--- src/hdl/evup_pkg.sv ---
`timescale 1ns / 1ps
// -----------------------------------------------------------------------------
// evup_pkg
// Shared types and constants of the Ethernet/VLAN/IPv4/UDP header parser.
// -----------------------------------------------------------------------------
package evup_pkg;

	localparam int unsigned LEN_W               = 16;
	localparam int unsigned DEF_MAX_FRAME_BYTES = 65535;
	localparam logic [15:0] DEF_MATCH_PORT      = 16'd9110;

	localparam logic [15:0] ETH_IPV4  = 16'h0800;
	localparam logic [15:0] ETH_VLAN  = 16'h8100;
	localparam logic [7:0]  PROTO_UDP = 8'd17;
	localparam logic [3:0]  IHL_MASK  = 4'h0f;
	localparam logic [6:0]  ETH_HDR   = 7'd14;
	localparam logic [6:0]  VLAN_HDR  = 7'd4;
	localparam logic [6:0]  IP_MIN    = 7'd20;
	localparam logic [6:0]  UDP_HDR   = 7'd8;
	localparam logic [6:0]  POS_TYPE_HI  = 7'd12;
	localparam logic [6:0]  POS_TYPE_LO  = 7'd13;
	localparam logic [6:0]  POS_INNER_HI = 7'd16;
	localparam logic [6:0]  POS_INNER_LO = 7'd17;
	localparam logic [6:0]  IP_PROTO_OFS = 7'd9;

	typedef enum logic [3:0] {
		ST_OK            = 4'd0,
		ST_SHORT_ETH     = 4'd1,
		ST_SHORT_VLAN    = 4'd2,
		ST_NOT_IPV4      = 4'd3,
		ST_SHORT_IP      = 4'd4,
		ST_SHORT_UDP     = 4'd5,
		ST_NOT_UDP       = 4'd6,
		ST_UDP_LEN       = 4'd7,
		ST_SHORT_PAYLOAD = 4'd8
	} status_t;

	typedef struct packed {
		logic [LEN_W-1:0] len;
		logic [15:0]      ether_kind;
		logic             vlan_tagged;
		logic [5:0]       ip_hdr_bytes;
		logic [7:0]       ip_proto;
		logic [15:0]      port;
		logic [15:0]      udp_len;
	} frame_t;

endpackage

--- src/hdl/evup_byte_if.sv ---
`timescale 1ns / 1ps
// -----------------------------------------------------------------------------
// evup_byte_if
// Frame byte stream channel: one frame byte and its last-byte mark per word.
// -----------------------------------------------------------------------------
interface evup_byte_if;
	logic       valid;
	logic       ready;
	logic [7:0] frame_byte;
	logic       frame_last;

	modport source (output valid, output frame_byte, output frame_last, input ready);
	modport sink   (input valid, input frame_byte, input frame_last, output ready);
endinterface

--- src/hdl/evup_result_if.sv ---
`timescale 1ns / 1ps
// -----------------------------------------------------------------------------
// evup_result_if
// Parse result channel: one word per frame.
// -----------------------------------------------------------------------------
interface evup_result_if;
	logic        valid;
	logic        ready;
	logic [3:0]  status;
	logic [15:0] dest_port;
	logic [6:0]  payload_start;
	logic [15:0] payload_bytes;
	logic        port_hit;

	modport source (output valid, output status, output dest_port, output payload_start,
		output payload_bytes, output port_hit, input ready);
	modport sink   (input valid, input status, input dest_port, input payload_start,
		input payload_bytes, input port_hit, output ready);
endinterface

--- src/hdl/evup_capture.sv ---
`timescale 1ns / 1ps
// -----------------------------------------------------------------------------
// evup_capture
// Per-byte header field capture; snapshots the fields on the last byte.
// -----------------------------------------------------------------------------
module evup_capture import evup_pkg::*; #(
	parameter int unsigned MAX_FRAME_BYTES = DEF_MAX_FRAME_BYTES
) (
	input  logic       clk,
	input  logic       arst_n,
	input  logic       take,
	input  logic [7:0] byte_in,
	input  logic       last_in,
	input  logic       advance,
	output frame_t     snap_s1,
	output logic       snap_valid_s1
);

	localparam int unsigned IDX_W = $clog2(MAX_FRAME_BYTES + 1);

	logic [IDX_W-1:0] idx_q;
	logic [15:0]      kind_q;
	logic             tagged_q;
	logic [5:0]       ihb_q;
	logic [7:0]       proto_q;
	logic [15:0]      port_q;
	logic [15:0]      ulen_q;

	logic [IDX_W-1:0] idx_d;
	frame_t           nxt;
	logic [LEN_W-1:0] pos;
	logic [6:0]       off;
	logic [6:0]       udp_off;

	always_comb begin
		pos     = LEN_W'(idx_q);
		off     = tagged_q ? (ETH_HDR + VLAN_HDR) : ETH_HDR;
		udp_off = off + 7'(ihb_q);
		idx_d   = idx_q;
		nxt.ether_kind   = kind_q;
		nxt.vlan_tagged  = tagged_q;
		nxt.ip_hdr_bytes = ihb_q;
		nxt.ip_proto     = proto_q;
		nxt.port         = port_q;
		nxt.udp_len      = ulen_q;
		if (idx_q < IDX_W'(MAX_FRAME_BYTES)) begin
			idx_d = idx_q + 1'b1;
			if (pos == LEN_W'(POS_TYPE_LO)) begin
				nxt.ether_kind  = {kind_q[15:8], byte_in};
				nxt.vlan_tagged = ({kind_q[15:8], byte_in} == ETH_VLAN);
			end else begin
				if (pos == LEN_W'(POS_TYPE_HI))
					nxt.ether_kind = {byte_in, 8'h00};
				if (tagged_q && pos == LEN_W'(POS_INNER_HI))
					nxt.ether_kind = {byte_in, kind_q[7:0]};
				if (tagged_q && pos == LEN_W'(POS_INNER_LO))
					nxt.ether_kind = {kind_q[15:8], byte_in};
				if (pos == LEN_W'(off)) begin
					nxt.ip_hdr_bytes = {byte_in[3:0] & IHL_MASK, 2'b00};
				end else if (pos > LEN_W'(off)) begin
					if (pos == LEN_W'(off + IP_PROTO_OFS))
						nxt.ip_proto = byte_in;
					if (pos == LEN_W'(udp_off + 7'd2))
						nxt.port = {byte_in, port_q[7:0]};
					if (pos == LEN_W'(udp_off + 7'd3))
						nxt.port = {port_q[15:8], byte_in};
					if (pos == LEN_W'(udp_off + 7'd4))
						nxt.udp_len = {byte_in, ulen_q[7:0]};
					if (pos == LEN_W'(udp_off + 7'd5))
						nxt.udp_len = {ulen_q[15:8], byte_in};
				end
			end
		end
		nxt.len = LEN_W'(idx_d);
	end

	always_ff @(posedge clk or negedge arst_n) begin
		if (!arst_n) begin
			idx_q         <= '0;
			kind_q        <= '0;
			tagged_q      <= 1'b0;
			ihb_q         <= '0;
			proto_q       <= '0;
			port_q        <= '0;
			ulen_q        <= '0;
			snap_valid_s1 <= 1'b0;
		end else begin
			if (take && last_in) begin
				idx_q    <= '0;
				kind_q   <= '0;
				tagged_q <= 1'b0;
				ihb_q    <= '0;
				proto_q  <= '0;
				port_q   <= '0;
				ulen_q   <= '0;
			end else if (take) begin
				idx_q    <= idx_d;
				kind_q   <= nxt.ether_kind;
				tagged_q <= nxt.vlan_tagged;
				ihb_q    <= nxt.ip_hdr_bytes;
				proto_q  <= nxt.ip_proto;
				port_q   <= nxt.port;
				ulen_q   <= nxt.udp_len;
			end
			snap_valid_s1 <= (take && last_in) || (snap_valid_s1 && !advance);
		end
	end

	always_ff @(posedge clk) begin
		if (take && last_in)
			snap_s1 <= nxt;
	end

endmodule

--- src/hdl/evup_judge.sv ---
`timescale 1ns / 1ps
// -----------------------------------------------------------------------------
// evup_judge
// Frame checks in priority order and the registered result word.
// -----------------------------------------------------------------------------
module evup_judge import evup_pkg::*; (
	input  logic         clk,
	input  logic         arst_n,
	input  frame_t       snap_s1,
	input  logic         snap_valid_s1,
	input  logic [15:0]  match_port,
	output logic         advance,
	evup_result_if.source res
);

	logic        valid_q;
	status_t     status_q;
	logic [15:0] port_q;
	logic [6:0]  start_q;
	logic [15:0] bytes_q;
	logic        hit_q;

	status_t     st;
	logic [6:0]  off;
	logic [6:0]  udp_off;
	logic [16:0] need;

	always_comb begin
		off     = snap_s1.vlan_tagged ? (ETH_HDR + VLAN_HDR) : ETH_HDR;
		udp_off = off + 7'(snap_s1.ip_hdr_bytes);
		need    = 17'(udp_off) + 17'(snap_s1.udp_len);
		if (snap_s1.len < LEN_W'(ETH_HDR))
			st = ST_SHORT_ETH;
		else if (snap_s1.vlan_tagged && snap_s1.len < LEN_W'(ETH_HDR + VLAN_HDR))
			st = ST_SHORT_VLAN;
		else if (snap_s1.ether_kind != ETH_IPV4)
			st = ST_NOT_IPV4;
		else if (snap_s1.len < LEN_W'(off + IP_MIN))
			st = ST_SHORT_IP;
		else if (snap_s1.len < LEN_W'(udp_off + UDP_HDR))
			st = ST_SHORT_UDP;
		else if (snap_s1.ip_proto != PROTO_UDP)
			st = ST_NOT_UDP;
		else if (snap_s1.udp_len < 16'(UDP_HDR))
			st = ST_UDP_LEN;
		else if ({1'b0, snap_s1.len} < need)
			st = ST_SHORT_PAYLOAD;
		else
			st = ST_OK;
	end

	assign advance = !valid_q || res.ready;

	always_ff @(posedge clk or negedge arst_n) begin
		if (!arst_n)
			valid_q <= 1'b0;
		else if (advance)
			valid_q <= snap_valid_s1;
	end

	always_ff @(posedge clk) begin
		if (advance && snap_valid_s1) begin
			status_q <= st;
			port_q   <= (st == ST_OK || st == ST_UDP_LEN || st == ST_SHORT_PAYLOAD) ?
				snap_s1.port : 16'h0000;
			start_q  <= (st == ST_OK) ? (udp_off + UDP_HDR) : 7'd0;
			bytes_q  <= (st == ST_OK) ? (snap_s1.udp_len - 16'(UDP_HDR)) : 16'h0000;
			hit_q    <= (st == ST_OK) && (snap_s1.port == match_port);
		end
	end

	assign res.valid         = valid_q;
	assign res.status        = status_q;
	assign res.dest_port     = port_q;
	assign res.payload_start = start_q;
	assign res.payload_bytes = bytes_q;
	assign res.port_hit      = hit_q;

endmodule

--- src/hdl/eth_vlan_ipv4_udp_header_parser_top.sv ---
`timescale 1ns / 1ps
// The last byte's fields go to the snapshot stage, then the result word to the output register.
// Throughput: one frame byte per cycle while ready is high; one result word per frame.
// Ready drops only while a finished result waits in both the snapshot and output stages.
// Reset (arst_n low, asynchronous): frame state and valids clear, match port = 9110.
// -----------------------------------------------------------------------------
// eth_vlan_ipv4_udp_header_parser_top
// Streaming Ethernet/802.1Q/IPv4/UDP header parser with destination port match.
// -----------------------------------------------------------------------------
module eth_vlan_ipv4_udp_header_parser_top import evup_pkg::*; #(
	parameter int unsigned MAX_FRAME_BYTES = DEF_MAX_FRAME_BYTES
) (
	input  logic         clk,
	input  logic         arst_n,
	evup_byte_if.sink    in_chan,
	evup_result_if.source out_chan,
	input  logic         cfg_wr_en,
	input  logic [15:0]  cfg_wr_data
);

	logic [15:0] match_port_q;
	frame_t      snap_s1;
	logic        snap_valid_s1;
	logic        advance;
	logic        take;

	always_ff @(posedge clk or negedge arst_n) begin
		if (!arst_n)
			match_port_q <= DEF_MATCH_PORT;
		else if (cfg_wr_en)
			match_port_q <= cfg_wr_data;
	end

	assign in_chan.ready = !snap_valid_s1 || advance;
	assign take          = in_chan.valid && in_chan.ready;

	evup_capture #(
		.MAX_FRAME_BYTES(MAX_FRAME_BYTES)
	) u_capture (
		.clk          (clk),
		.arst_n       (arst_n),
		.take         (take),
		.byte_in      (in_chan.frame_byte),
		.last_in      (in_chan.frame_last),
		.advance      (advance),
		.snap_s1      (snap_s1),
		.snap_valid_s1(snap_valid_s1)
	);

	evup_judge u_judge (
		.clk          (clk),
		.arst_n       (arst_n),
		.snap_s1      (snap_s1),
		.snap_valid_s1(snap_valid_s1),
		.match_port   (match_port_q),
		.advance      (advance),
		.res          (out_chan)
	);

endmodule

--- src/flat_wrapper.sv ---
// flat-port wrapper written by rule: the top's interface ports become plain ports
module eth_vlan_ipv4_udp_header_parser_top_flat import evup_pkg::*;
#(
	parameter int unsigned MAX_FRAME_BYTES = DEF_MAX_FRAME_BYTES
)
  (clk, arst_n, cfg_wr_en, cfg_wr_data, in_chan_valid, in_chan_frame_byte, in_chan_frame_last, in_chan_ready, out_chan_valid, out_chan_status, out_chan_dest_port, out_chan_payload_start, out_chan_payload_bytes, out_chan_port_hit, out_chan_ready);
  evup_byte_if in_chan_i ();
  evup_result_if out_chan_i ();
  input  logic clk;
  input  logic arst_n;
  input  logic cfg_wr_en;
  input  logic [15:0] cfg_wr_data;
  input wire logic [$bits(in_chan_i.valid)-1:0] in_chan_valid;
  input wire logic [$bits(in_chan_i.frame_byte)-1:0] in_chan_frame_byte;
  input wire logic [$bits(in_chan_i.frame_last)-1:0] in_chan_frame_last;
  output wire logic [$bits(in_chan_i.ready)-1:0] in_chan_ready;
  output wire logic [$bits(out_chan_i.valid)-1:0] out_chan_valid;
  output wire logic [$bits(out_chan_i.status)-1:0] out_chan_status;
  output wire logic [$bits(out_chan_i.dest_port)-1:0] out_chan_dest_port;
  output wire logic [$bits(out_chan_i.payload_start)-1:0] out_chan_payload_start;
  output wire logic [$bits(out_chan_i.payload_bytes)-1:0] out_chan_payload_bytes;
  output wire logic [$bits(out_chan_i.port_hit)-1:0] out_chan_port_hit;
  input wire logic [$bits(out_chan_i.ready)-1:0] out_chan_ready;
  assign in_chan_i.valid = in_chan_valid;
  assign in_chan_i.frame_byte = in_chan_frame_byte;
  assign in_chan_i.frame_last = in_chan_frame_last;
  assign in_chan_ready = in_chan_i.ready;
  assign out_chan_valid = out_chan_i.valid;
  assign out_chan_status = out_chan_i.status;
  assign out_chan_dest_port = out_chan_i.dest_port;
  assign out_chan_payload_start = out_chan_i.payload_start;
  assign out_chan_payload_bytes = out_chan_i.payload_bytes;
  assign out_chan_port_hit = out_chan_i.port_hit;
  assign out_chan_i.ready = out_chan_ready;
  eth_vlan_ipv4_udp_header_parser_top #(.MAX_FRAME_BYTES(MAX_FRAME_BYTES)) u_core (.clk(clk), .arst_n(arst_n), .in_chan(in_chan_i), .out_chan(out_chan_i), .cfg_wr_en(cfg_wr_en), .cfg_wr_data(cfg_wr_data));
endmodule
--- config.mk ---
export PLATFORM = sky130hd
export DESIGN_NAME = eth_vlan_ipv4_udp_header_parser_top_flat
export DESIGN_NICKNAME = d
export VERILOG_FILES = /design/src/hdl/evup_pkg.sv /design/src/hdl/evup_byte_if.sv /design/src/hdl/evup_result_if.sv /design/src/hdl/evup_capture.sv /design/src/hdl/evup_judge.sv /design/src/hdl/eth_vlan_ipv4_udp_header_parser_top.sv /design/src/flat_wrapper.sv
export SDC_FILE = /design/constraint.sdc
export NUM_CORES = 1
export LEC_CHECK = 0
export BUFFER_PORTS_ARGS = -buffer_cell sky130_fd_sc_hd__buf_2
export CELL_PAD_IN_SITES_DETAIL_PLACEMENT = 0
export CELL_PAD_IN_SITES_GLOBAL_PLACEMENT = 2
export CORE_MARGIN = 4
export CORE_UTILIZATION = 35
export CTS_BUF_LIST = sky130_fd_sc_hd__clkbuf_4
export DETAILED_ROUTE_END_ITERATION = 10
export GPL_TIMING_DRIVEN = 0
export PLACE_DENSITY_LB_ADDON = 0.1
export SLEW_MARGIN = 5
export SYNTH_ARGS = -nofsm -noshare
export SYNTH_HDL_FRONTEND = slang
export SYNTH_SLANG_ARGS = --single-unit
--- constraint.sdc ---
create_clock -name clk -period 6.69 [get_ports clk]
set_input_delay 1.338 -clock clk [delete_from_list [all_inputs] [get_ports clk]]
set_output_delay 1.338 -clock clk [all_outputs]
set_load 0.01 [all_outputs]
# Yosys cells after proc, flatten, opt, wreduce, memory -nomap -nowiden
# Index checks and enable logic that the tools add are counted.
[word_totals] reg_bits=220 input_bits=30
[op_classes] addsub=13 order_cmp=8 eq_ne=16 mux=40 reduce_logical=18
[op_table] cell="16-bit two-way mux" count=17
[op_table] cell="16-bit by 8-bit equality test with 1-bit output" count=5
[op_table] cell="40-bit two-way mux" count=2
[op_table] cell="63-bit two-way mux" count=1
[op_table] cell="46-bit two-way mux" count=1
[op_table] cell="16-bit by 4-bit equality test with 1-bit output, second input constant" count=2
[op_table] cell="16-bit by 5-bit equality test with 1-bit output, second input constant" count=2
[op_table] cell="16-bit by 4-bit < comparator with 1-bit output, second input constant" count=2
[op_table] cell="16-bit by 8-bit < comparator with 1-bit output" count=2
[op_table] cell="4-bit two-way mux" count=8
[op_table] cell="8-bit two-way mux" count=3
[op_table] cell="6-bit two-way mux" count=3
[op_table] cell="7-bit by 16-bit adder with 17-bit output" count=1
[op_table] cell="16-bit by 17-bit < comparator with 1-bit output" count=1
[op_table] cell="16-bit by 1-bit adder with 16-bit output, second input constant" count=1
[op_table] cell="7-bit by 2-bit adder with 8-bit output, second input constant" count=2
[op_table] cell="7-bit by 3-bit adder with 8-bit output, second input constant" count=2
[op_table] cell="7-bit by 4-bit adder with 8-bit output, second input constant" count=2
[op_table] cell="16-bit equality test" count=1
[op_table] cell="16-bit equality test, second input constant" count=1
[op_table] cell="16-bit by 7-bit equality test with 1-bit output" count=1
[op_table] cell="16-bit by 7-bit > comparator with 1-bit output" count=1
[op_table] cell="16-bit < comparator, second input constant" count=1
[op_table] cell="16-bit by 5-bit < comparator with 1-bit output, second input constant" count=1
[op_table] cell="other kinds (15)" count=32

# Depth between registers and ports, before layout
# Gate-level depths: netlist of the first run.
[depth] word_depth=15 mapped_depth=21 depth_no_buf=20

# Cells and area by module
# From an unflattened synthesis of the first run, not the netlist that was laid out.
[unflattened] cells_unflattened=1068 hier_area_um2=12391.9
[modules_own_cells] mod="evup_capture" n_inst=1 cells_per_inst=713 area_per_inst_um2=8221.6 seq_area_each_um2=4374.2
[modules_own_cells] mod="evup_judge" n_inst=1 cells_per_inst=319 area_per_inst_um2=3499.6 seq_area_each_um2=1346.3
[modules_own_cells] mod="eth_vlan_ipv4_udp_header_parser_top" n_inst=1 cells_per_inst=36 area_per_inst_um2=670.6 seq_area_each_um2=409.1

# Worst setup path before layout of the first run
# No wires, ideal clock.
[synth_timing] path_kind="in2reg" start="input out_chan_ready" end="register, netlist name u_core.u_capture.snap_s1[0]" setup_ps=517 t_arrival_ps=5456 slack_ps=717 stages=5 path_cell_list="nand3b_1 -> nand2_1 -> clkbuf_1 -> buf_1 -> nor2_1"
[synth_via] elab_chain_cells=4
[synth_lines] element="start: declaration" line="flat_wrapper.sv:23" text="input wire logic [$bits(out_chan_i.ready)-1:0] out_chan_ready;"
[synth_lines] element="1-bit logical OR" line="evup_judge.sv:52" text="assign advance = !valid_q || res.ready;"
[synth_lines] element="1-bit logical OR" line="eth_vlan_ipv4_udp_header_parser_top.sv:34" text="assign in_chan.ready = !snap_valid_s1 || advance;"
[synth_lines] element="1-bit logical AND" line="eth_vlan_ipv4_udp_header_parser_top.sv:35" text="assign take = in_chan.valid && in_chan.ready;"
[synth_lines] element="1-bit logical AND" line="evup_capture.sv:110" text="if (take && last_in)"
# No other way between the ends.
# A chain may end at the register's enable or synchronous reset.

# Worst setup path in the final report of the first run
[layout_timing] start="register, netlist name u_core.u_capture.snap_s1[41]" end="register u_core.u_judge.start_q[2], in the netlist u_core.u_judge.res.payload_start[2] (data pin)"
[layout_via] elab_chain_cells=12
[layout_lines] element="7-bit by 6-bit adder with 7-bit output *" line="evup_judge.sv:30" text="udp_off = off + 7'(snap_s1.ip_hdr_bytes);"
[layout_lines] element="via u_core.u_judge.udp_off[1]" line="evup_judge.sv:25" text="logic [6:0] udp_off;"
[layout_lines] element="7-bit by 16-bit adder with 17-bit output" line="evup_judge.sv:31" text="need = 17'(udp_off) + 17'(snap_s1.udp_len);"
[layout_lines] element="16-bit by 17-bit < comparator with 1-bit output" line="evup_judge.sv:46" text="else if ({1'b0, snap_s1.len} < need)"
[layout_lines] element="4-bit two-way mux" line="evup_judge.sv:46"
[layout_lines] element="4-bit two-way mux" line="evup_judge.sv:44" text="else if (snap_s1.udp_len < 16'(UDP_HDR))"
[layout_lines] element="4-bit two-way mux" line="evup_judge.sv:42" text="else if (snap_s1.ip_proto != PROTO_UDP)"
[layout_lines] element="4-bit two-way mux" line="evup_judge.sv:40" text="else if (snap_s1.len < LEN_W'(udp_off + UDP_HDR))"
[layout_lines] element="4-bit two-way mux" line="evup_judge.sv:38" text="else if (snap_s1.len < LEN_W'(off + IP_MIN))"
[layout_lines] element="4-bit two-way mux" line="evup_judge.sv:36" text="else if (snap_s1.ether_kind != ETH_IPV4)"
[layout_lines] element="4-bit two-way mux" line="evup_judge.sv:34" text="else if (snap_s1.vlan_tagged && snap_s1.len < LEN_W'(ETH_HDR + VLAN_HDR))"
[layout_lines] element="4-bit two-way mux" line="evup_judge.sv:32" text="if (snap_s1.len < LEN_W'(ETH_HDR))"
[layout_lines] element="4-bit logical NOT" line="evup_judge.sv:66" text="start_q <= (st == ST_OK) ? (udp_off + UDP_HDR) : 7'd0;"
[layout_lines] element="end signal: assignment" line="evup_judge.sv:66"
[layout_lines] element="end: declaration" line="evup_judge.sv:19" text="logic [6:0] start_q;"
# Mark *: on every way through the listed nets, which the timed path passes. The rest lies on a longest branch.

==> results.cfg, run 1 <==
[setup_path]
rrSetupSlack_ns = 0.92
reg2reg_depth = 18
worstPathMaxFanout = 10
arrival_ns = 6.18
critPathKind = reg2reg
crit_required_ns = 7.09
r2r_start = u_core.u_capture.snap_s1[41]
timing.rr.end = u_core.u_judge.res.payload_start[2]
start_kind = flip-flop
cp-end-kind = flip-flop

[route]
drtIter0Drc = 460
detail-route-antenna-nets = 0
drt-vias-per-instance = 5.17
drc = 0
totalWireLength_um = 34800
drt_pass1_iterations = 5
wire_per_inst_um = 20.3
vias = 8869

[hold_path]
hold_path_class = reg2reg
min_path_cells = 1
min_to = u_core.u_judge.res.valid
hp-start = u_core.u_capture.snap_valid_s1

[run_status]
run_status = finished clean

[layout]
final_cell_mix = edfxtp_1 (123), clkbuf_4 (103), dfrtp_1 (90), nand2_1 (77), buf_2 (75)
final_common_cell = edfxtp_1
drive_above_1_share = 0.223
nets = 1300
syn_to_final_growth_pct = 16.3

[cts]
clk_latency_ns = 0.72
cts_tree = built
clock-sinks = 220
clk_pin_slew_ns = 0.06
cts_inserted_buffers = 66
clockRootBuffer = clkbuf_4
h-tree-depth = 3
cts_setup_buffers = 0
cts_max_path_buffers = 3
cts-resized-gates = 0
cts_hold_buf = 0

[placement]
portBuffers = 73
gp_congestion = 0.787
pre_cts_ws_ns = 0.865
dpl.hpwl_um = 25400

[floorplan]
core.rowCount = 67
dieWidth_um = 194
io_pins = 76
start_util = 0.357
die_area_um2 = 37400
core_um2 = 33700
die_h_um = 194

[timing]
final.period_utilization = 0.863
rsz0062_at_grt = false
hold_viol_final = 0
fin_skew_ns = 0.0518
tightest_slew_ns = 1.44
setup_ws_ns = 0.918
max_slew_margin = 0.0260
max_freq_mhz = 173
min_period_ns = 5.77
slew_viol_final = 0
setup_viol = 0

[global_routing]
grt_overflow_total = 0
grt_max_degree = 58
antenna_found_initial = 2
grt_pass1_wl_um = 54700
gr-usage-all-layers = 0.186
grt_pass1_vias = 9098

[synth]
yosysSeqAreaShare = 0.509
synthDistinctLibCells = 75
syn_area_per_cell_um2 = 11.3
synth_edf_count = 123
yosysWarnings = 0
synth_nets = 1155
postSynthCellCount = 1070
ys.flop_type = edfxtp_1
syn_area_um2 = 12000
synth-seq-cells = 220
synthArstFlopShare = 0.441

[pwr]
leakage_uw = 0.00572
peakVddDrop_mv = 0.135
finalPower_uw = 3620
cellPowerDensity_nw_per_um2 = 259

[flow_run]
maxCapViolCount = 0
## sequential cells by signal, indices dropped and copies added (netlist names)
register / count
u_core.match_port_q: 16
u_core.u_capture.idx_q: 16
u_core.u_capture.ihb_q: 6
u_core.u_capture.kind_q: 16
u_core.u_capture.port_q: 16
u_core.u_capture.proto_q: 8
u_core.u_capture.snap_s1: 79
u_core.u_capture.snap_valid_s1: 1
u_core.u_capture.tagged_q: 1
u_core.u_capture.ulen_q: 16
u_core.u_judge.res.dest_port: 16
u_core.u_judge.res.payload_bytes: 16
u_core.u_judge.res.payload_start: 7
u_core.u_judge.res.port_hit: 1
u_core.u_judge.res.status: 4
u_core.u_judge.res.valid: 1
## logic make-up after synthesis
| group | Yosys count | synth area share |
|---|---|---|
| AND/OR/NAND/NOR | 330 | 0.149 |
| XOR/XNOR | 79 | 0.0604 |
| adder cells (fa/ha/maj) | 55 | 0.0590 |
| multiplexers | 82 | 0.0755 |
| AO/OA/AOI/OAI | 217 | 0.118 |
| buffers and inverters | 87 | 0.0294 |
| flip-flops | 220 | 0.509 |
## layer usage
layer	vias to the layer above	global-route usage	share of wire
met5	-	0	0.00037
met4	2	0.0574	0.018
met3	43	0.0384	0.043
met2	199	0.295	0.46
met1	4316	0.257	0.48
li1	4309	-	-
## worst max-delay path, stage by stage (launching register included)
cell	delay [ns]
edfxtp_1	0.48
inv_1	0.13
fa_1	0.46
xnor2_1	0.50
ha_1	0.35
nor2b_1	0.14
o21a_1	0.19
o41ai_1	0.84
nor2b_1	0.14
xnor2_1	0.25
ha_1	0.28
a21o_1	0.19
a21o_1	0.17
a21oi_1	0.24
nand2_1	0.08
a41oi_1	0.21
a221o_1	0.32
clkbuf_1	0.40
nor3_1	0.11
## layout make-up
cell class,count,area (um2)
Antenna cell,2,5.00
Buffer,59,249
Tap cell,448,561
Clock inverter,17,148
Inverter,28,105
Fill cell,3376,19700
Timing Repair Buffer,77,459
Sequential cell,220,6130
Clock buffer,103,773
Multi-Input combinational cell,763,5580
## metrics by stage
stage          setup TNS (ns)  utilization  area (um2)  hold WS, ns  cells
2_1_floorplan               0            -       12000        0.449   1070
3_3_place_gp          -126.01        0.385       13000        0.465   1591
3_5_place_dp                0        0.388       13100        0.470   1595
4_1_cts                     0        0.415       14000        0.486   1715
5_1_grt                     0        0.416       14000        0.520   1717
6_report                    0        0.416       14000        0.481   1717
## how the worst max path moves through the flow
stage | start | to | slack, ns
2_1_floorplan | out_chan_ready | u_core.u_capture.snap_s1[0] | 0.72
3_3_place_gp | out_chan_ready | u_core.u_capture.snap_s1[29] | -1.60
3_5_place_dp | u_core.u_capture.snap_s1[41] | u_core.u_judge.res.payload_bytes[13] | 0.87
4_1_cts | u_core.u_capture.snap_s1[41] | u_core.u_judge.res.payload_bytes[13] | 0.79
5_1_grt | u_core.u_capture.snap_s1[41] | u_core.u_judge.res.payload_start[1] | 0.38
6_report | u_core.u_capture.snap_s1[41] | u_core.u_judge.res.payload_start[2] | 0.92
## where the power goes
group | total (uW) | switching, uW | leakage (uW) | internal (uW)
logic | 529 | 295 | 0.00271 | 233
registers | 1690 | 99.4 | 0.00247 | 1590
clock network | 1400 | 591 | 0.000539 | 814
## cells in the mapped netlist, types with 19 or more instances
cell type / instances / share of area
xor2_1: 39 / 0.028
ha_1: 52 / 0.054
a21oi_1: 40 / 0.017
xnor2_1: 37 / 0.027
a22oi_1: 24 / 0.015
nand3_1: 40 / 0.017
a21o_1: 19 / 0.012
mux2_2: 63 / 0.059
nand2_1: 77 / 0.024
nor2_1: 37 / 0.012
edfxtp_1: 123 / 0.31
o21ai_0: 68 / 0.028
inv_1: 27 / 0.0084
clkbuf_1: 49 / 0.015
nor4_1: 21 / 0.011
dfrtp_1: 90 / 0.19
and2_1: 24 / 0.012
nor3_1: 36 / 0.015
(Power assumes the default switching activity.)
==> run 2: changes to the inputs <==
Settings changed: ABC_AREA set to 1, BUFFER_PORTS_ARGS -buffer_cell sky130_fd_sc_hd__buf_2 to not set, CORE_UTILIZATION 35 to 42, DONT_BUFFER_PORTS set to 1.
==> run 2 against run 1 <==
  * Design area is 2.5% lower
  * Sequential cell count is the same
  * Via count is 5.6% higher
  * Critical path depth increased by 5
  * Sequential share of layout area up 1.1 points
  * Routed wire length is 5.3% lower
  * Hold slack worse by 0.12 ns
  * Sequential power decreased by 10%
  * First-iteration DRC count is 17% higher
  * Combinational power is 51% lower
==> results.cfg, run 2 <==
[run_status]
run_status = finished clean

[setup_path]
r2r_start = u_core.u_capture.snap_s1[41]
critPathCapture = u_core.u_judge.res.payload_start[3]
rrSetupSlack_ns = 1.63
crit_start = u_core.u_capture.snap_s1[41]
timing.rr.end = u_core.u_judge.res.payload_start[3]
worst_path_largest_cell_delay_ns = 0.49
crit_required_ns = 7.09
critPathMostFrequentCell = nor2_1
cp-end-kind = flip-flop
critPathKind = reg2reg
worstPathMaxFanout = 10
cp_slowest_cell = xor2_1
reg2reg_depth = 23
start_kind = flip-flop
arrival_ns = 5.46
crit_chain = inv_1 > fa_1 > o21ai_0 > xor2_1 > ha_1 > a21oi_1 > o21ai_0 > nor2_1 > inv_1 > a21oi_1 > nor2_1 > nand3_1 > xor2_1 > ha_1 > nand2_1 > nor2_1 > a211oi_1 > nor2_1 > nor2_1 > nand3_1 > nand3_2 > buf_2 > nor2_1

[global_routing]
gr-usage-all-layers = 0.208
grt_overflow_total = 0
antenna_found_initial = 1
grt_pass1_vias = 9118
grt_max_degree = 98
grt_pass1_wl_um = 51300

[timing]
tns_ns = 0
hold_viol_final = 0
max_freq_mhz = 198
final.period_utilization = 0.756
fin_skew_ns = 0.0502
min_period_ns = 5.06
hold_ws_ns = 0.359
tightest_slew_ns = 0.839
rsz0062_at_grt = false
max_slew_margin = 0.441
slew_viol_final = 0
setup_viol = 0

[flow_run]
maxCapViolCount = 0

[cts]
clock-sinks = 220
clockRootBuffer = clkbuf_4
clk_latency_ns = 0.70
cts-resized-gates = 0
cts_inserted_buffers = 60
cts_setup_buffers = 0
cts_max_path_buffers = 3
cts_hold_buf = 0
h-tree-depth = 2
cts_tree = built
clk_pin_slew_ns = 0.06

[pwr]
cellPowerDensity_nw_per_um2 = 219
leakage_uw = 0.00645
peakVddDrop_mv = 0.125

[synth]
synth_top_area_share = 0.300
yosysWarnings = 0
synth.most_common_cell = nand2_1
ys_top_cells_by_count = nand2_1 (351), inv_1 (168), edfxtp_1 (123)
yosysSeqAreaShare = 0.499
synthDistinctLibCells = 58
postSynthCellCount = 1374
synth_edf_count = 123
synth_top_area_cell = edfxtp_1
synth-seq-cells = 220
ys.flop_type = edfxtp_1
syn_area_um2 = 12300
synth.area.top_cells = edfxtp_1 (30%), dfrtp_1 (18%), nand2_1 (11%)
synth_nets = 1459
synthArstFlopShare = 0.441
syn_area_per_cell_um2 = 8.95

[layout]
final_common_cell = nand2_1
drive_above_1_share = 0.158
largest_register = u_core.u_capture.snap_s1
final_cell_mix = nand2_1 (351), inv_1 (168), edfxtp_1 (123), nor2_1 (94), dfrtp_1 (90)
final_area_um2 = 13600
largest_reg_flops = 79
syn_to_final_growth_pct = 11.0
nets = 1524

[route]
totalWireLength_um = 33000
wire_per_inst_um = 17.6
vias = 9368
drtIter0Drc = 540
detail-route-antenna-nets = 0
drt-vias-per-instance = 4.99
drt_pass1_iterations = 6
drc = 0

[floorplan]
die_area_um2 = 32100
core.rowCount = 62
dieWidth_um = 179
die_h_um = 179
start_util = 0.427
core_um2 = 28800
io_pins = 76

[hold_path]
hold_path_class = in2async

[placement]
dpl.hpwl_um = 24300
gp_congestion = 0.836
post_dp_cell_area_um2 = 12900
portBuffers = 0
-- run 2: how the worst min path moves through the flow --
stage                                         startpoint                          end  cells past startpoint
after floorplan              u_core.u_capture.ulen_q[10]  u_core.u_capture.ulen_q[10]                      2
after global placement    u_core.u_capture.snap_valid_s1     u_core.u_judge.res.valid                      2
after detailed placement     u_core.u_capture.ulen_q[10]  u_core.u_capture.ulen_q[10]                      2
after CTS                                         arst_n  u_core.u_capture.ulen_q[12]                      0
after global routing                              arst_n  u_core.u_capture.ulen_q[10]                      0
final                                             arst_n  u_core.u_capture.ulen_q[10]                      0
-- run 2: report_power, final --
group | switching [uW] | internal (uW) | total, uW
Combinational | 177 | 84.1 | 261
Clock | 586 | 619 | 1210
Sequential | 39.3 | 1490 | 1520
Total | 802 | 2190 | 2990
-- run 2: cells by family (layout without fill, tap and decap cells) --
kind of cell,after synthesis,count (layout),synth area share
simple gates,653,653,0.251
buf+inv,225,342,0.0729
flops,220,220,0.499
compound gates,167,167,0.0795
fa+ha+maj,55,55,0.0578
xor+xnor,46,46,0.0328
mux,8,8,0.00733
other cells,0,1,0
-- run 2: critical path, delay by kind of cell (launching register included) --
kind	cells	cell delay (ns)
xor+xnor	2	0.70
buf+inv	3	0.47
compound gates	5	0.91
simple gates	10	1.10
fa+ha+maj	3	1.14
flops	1	0.48
-- run 2: layout make-up --
| cell class | instances | area [um2] |
|---|---|---|
| fill | 2829 | 15100 |
| sequential | 220 | 6130 |
| multi-input combinational | 929 | 5290 |
| inverter | 184 | 693 |
| clock buffer | 82 | 616 |
| tap | 384 | 480 |
| buffer | 41 | 203 |
| clock inverter | 32 | 176 |
| timing repair buffer | 3 | 60.1 |
| antenna | 1 | 2.50 |
-- run 2: metal layers --
layer  vias up  part of all wire  global-route usage
met4         0             0.023              0.0590
met2       204              0.46               0.336
met1      4359              0.48               0.289
met5         -                 0                   0
met3        51             0.036              0.0354
li1       4754                 -                   -
-- run 2: metrics by stage --
step | instances | total power (uW) | utilization | worst slack, ns
CTS | 1875 | 3050 | 0.474 | 1.63
detailed placement | 1761 | 1810 | 0.447 | 1.60
global route | 1876 | 3150 | 0.474 | 1.22
floorplan | 1374 | 1730 | - | 0.986
finish | 1876 | 2990 | 0.474 | 1.63
global placement | 1758 | 1810 | 0.444 | -0.816
==> run 3: changes to the inputs <==
Clock period 6.69 ns to 5.14 ns, I/O delays scaled along.
==> run 3 against run 2 <==
  * Critical path depth up 1
  * Global-route usage about the same
  * Register-to-register slack worse by 1.1 ns
  * Non-clock buffer count up 4
  * Routed wire length up 0.46%
  * Critical path type unchanged
  * Sequential share of layout area down 0.15 points
  * Sequential power up 30%
  * First-iteration DRC count up 13%
  * Design area up 0.34%
  * Largest cell class unchanged
  * Highest routed layer unchanged
  * Total power up 30%
  * Sequential cell count unchanged
  * Utilization up 0.16 points
==> results.cfg, run 3 (synthesis gave the netlist of run 2 again) <==
[run_status]
run_status = finished clean

[setup_path]
critPathMostFrequentCell = nor2_1
worst_path_largest_cell_delay_ns = 0.47
reg2reg_depth = 24
arrival_ns = 5.04
timing.rr.end = u_core.u_judge.res.payload_start[0]
rrSetupSlack_ns = 0.52
cp-end-kind = flip-flop
crit_chain = inv_1 > ha_1 > a21oi_1 > nand2_1 > a21oi_1 > nor2_1 > ha_1 > nand2_1 > nor3_1 > nand2_1 > o211ai_1 > nand4_1 > o21ai_0 > o21ai_0 > ha_1 > nand2_1 > nor2_1 > a211oi_1 > nor2_1 > nor2_1 > nand3_1 > nand3_2 > clkbuf_4 > nor2_1
crit_required_ns = 5.55
r2r_start = u_core.u_capture.snap_s1[46]
cp_slowest_cell = edfxtp_1
crit_buf_inv = 2
cpLargestDelayFamily = simple AND/OR/NAND/NOR gates
worstPathMaxFanout = 10
start_kind = flip-flop
critPathKind = reg2reg

[global_routing]
antenna_found_initial = 1
grt_max_degree = 74
grt_pass1_vias = 8953
grt_overflow_total = 0
grt_pass1_wl_um = 51200
gr-usage-all-layers = 0.208

[layout]
final_cell_mix = nand2_1 (351), inv_1 (168), edfxtp_1 (123), nor2_1 (94)
final_common_cell = nand2_1
syn_to_final_growth_pct = 11.4
drive_above_1_share = 0.163
largest_reg_flops = 79
largest_register = u_core.u_capture.snap_s1
fin_cells = 1877
nets = 1527
fill_cells = 2842
fin_util = 0.476

[route]
totalWireLength_um = 33100
detail-route-antenna-nets = 0
vias = 9304
drc = 0
drt_pass1_iterations = 5
wire_per_inst_um = 17.6
drt-vias-per-instance = 4.96
drtIter0Drc = 610

[floorplan]
io_pins = 76
dieWidth_um = 179
die_area_um2 = 32100
core_um2 = 28800
die_h_um = 179
start_util = 0.427
core.rowCount = 62

[placement]
portBuffers = 0
pre_cts_ws_ns = 0.0942
placed_cells = 1761
dpl.hpwl_um = 24100
gp_congestion = 0.846

[timing]
final.period_utilization = 0.899
setup_viol = 0
hold_viol_final = 0
min_period_ns = 4.62
setup_ws_ns = 0.520
hold_ws_ns = 0.181
rsz0062_at_grt = false
max_slew_margin = 0.376
fin_skew_ns = 0.0503
max_freq_mhz = 216
tightest_slew_ns = 0.933
slew_viol_final = 0

[cts]
cts_max_path_buffers = 3
clk_latency_ns = 0.71
clockRootBuffer = clkbuf_4
clk_pin_slew_ns = 0.07
clock-sinks = 220
h-tree-depth = 2
cts_tree = built
cts_inserted_buffers = 59

[pwr]
cellPowerDensity_nw_per_um2 = 284
peakVddDrop_mv = 0.159
leakage_uw = 0.00648

[hold_path]
hold_path_class = in2async

[flow_run]
maxCapViolCount = 0
run 3: cell types whose count changed in the layout (fill, tap and decap cells not counted), moves of 2 or more:
cell	delta
clkbuf_4	+8
buf_4	+2
clkinv_1	-5
clkinv_2	-5
run 3: how the worst max path moves through the flow:
stage | start | slack (ns) | cells after the start | to
6_report | u_core.u_capture.snap_s1[46] | 0.52 | 24 | u_core.u_judge.res.payload_start[0]
5_1_grt | u_core.u_capture.snap_s1[46] | 0.05 | 24 | u_core.u_judge.res.payload_start[3]
4_1_cts | u_core.u_capture.snap_s1[41] | 0.08 | 23 | u_core.u_judge.res.payload_start[3]
3_5_place_dp | u_core.u_capture.snap_s1[41] | 0.09 | 23 | u_core.u_judge.res.payload_start[3]
3_3_place_gp | out_chan_ready | -0.19 | 5 | u_core.u_capture.snap_s1[75]
2_1_floorplan | out_chan_ready | 1.07 | 5 | u_core.u_capture.snap_s1[0]
run 3: cell type report:
class / count / area [um2] / share of cell area
clock buffer: 89 / 668 / 0.0488
inverter: 184 / 693 / 0.0506
tap: 384 / 480 / 0.0351
clock inverter: 22 / 100 / 0.00731
multi-input combinational: 929 / 5300 / 0.387
antenna: 1 / 2.50 / 0.000183
buffer: 41 / 205 / 0.0150
sequential: 220 / 6130 / 0.448
timing repair buffer: 7 / 113 / 0.00822
run 3: per-stage QoR:
step	TNS, ns	power, uW	area (um2)
6_report	0	3890	13700
3_3_place_gp	-13.95	2360	12800
4_1_cts	0	3960	13700
2_1_floorplan	0	2240	12300
3_5_place_dp	0	2360	12900
5_1_grt	0	4100	13700
run 3: where the power goes:
part,total [uW],switching [uW],internal [uW],leakage (uW)
registers,1980,50.8,1930,0.00249
clock network,1550,747,798,0.000461
logic,360,246,115,0.00353
run 3: worst register-to-register path: cells and delay by family, from the launching register on:
family	cells	cell delay, ns
buffers and inverters	2	0.42
AOI/OAI and AO/OA	6	1.00
and+or+nand+nor	13	1.47
DFF	1	0.47
adders and majority gates	3	1.03
run 3: repair_timing:
item / CTS / global route
gates resized for setup: 0 / 4
endpoints found under the hold margin: 73 / 0
setup buffers: 0 / 2
setup endpoints to repair: 0 / 24
hold buffers: 2 / 0
run 3: layer usage:
layer | GRT usage | routed length, um | vias to the layer above
li1 | - | - | 4749
met1 | 0.286 | 15600 | 4281
met2 | 0.334 | 15300 | 212
met3 | 0.0373 | 1330 | 62
met4 | 0.0689 | 945 | 0
met5 | 0 | 0 | -
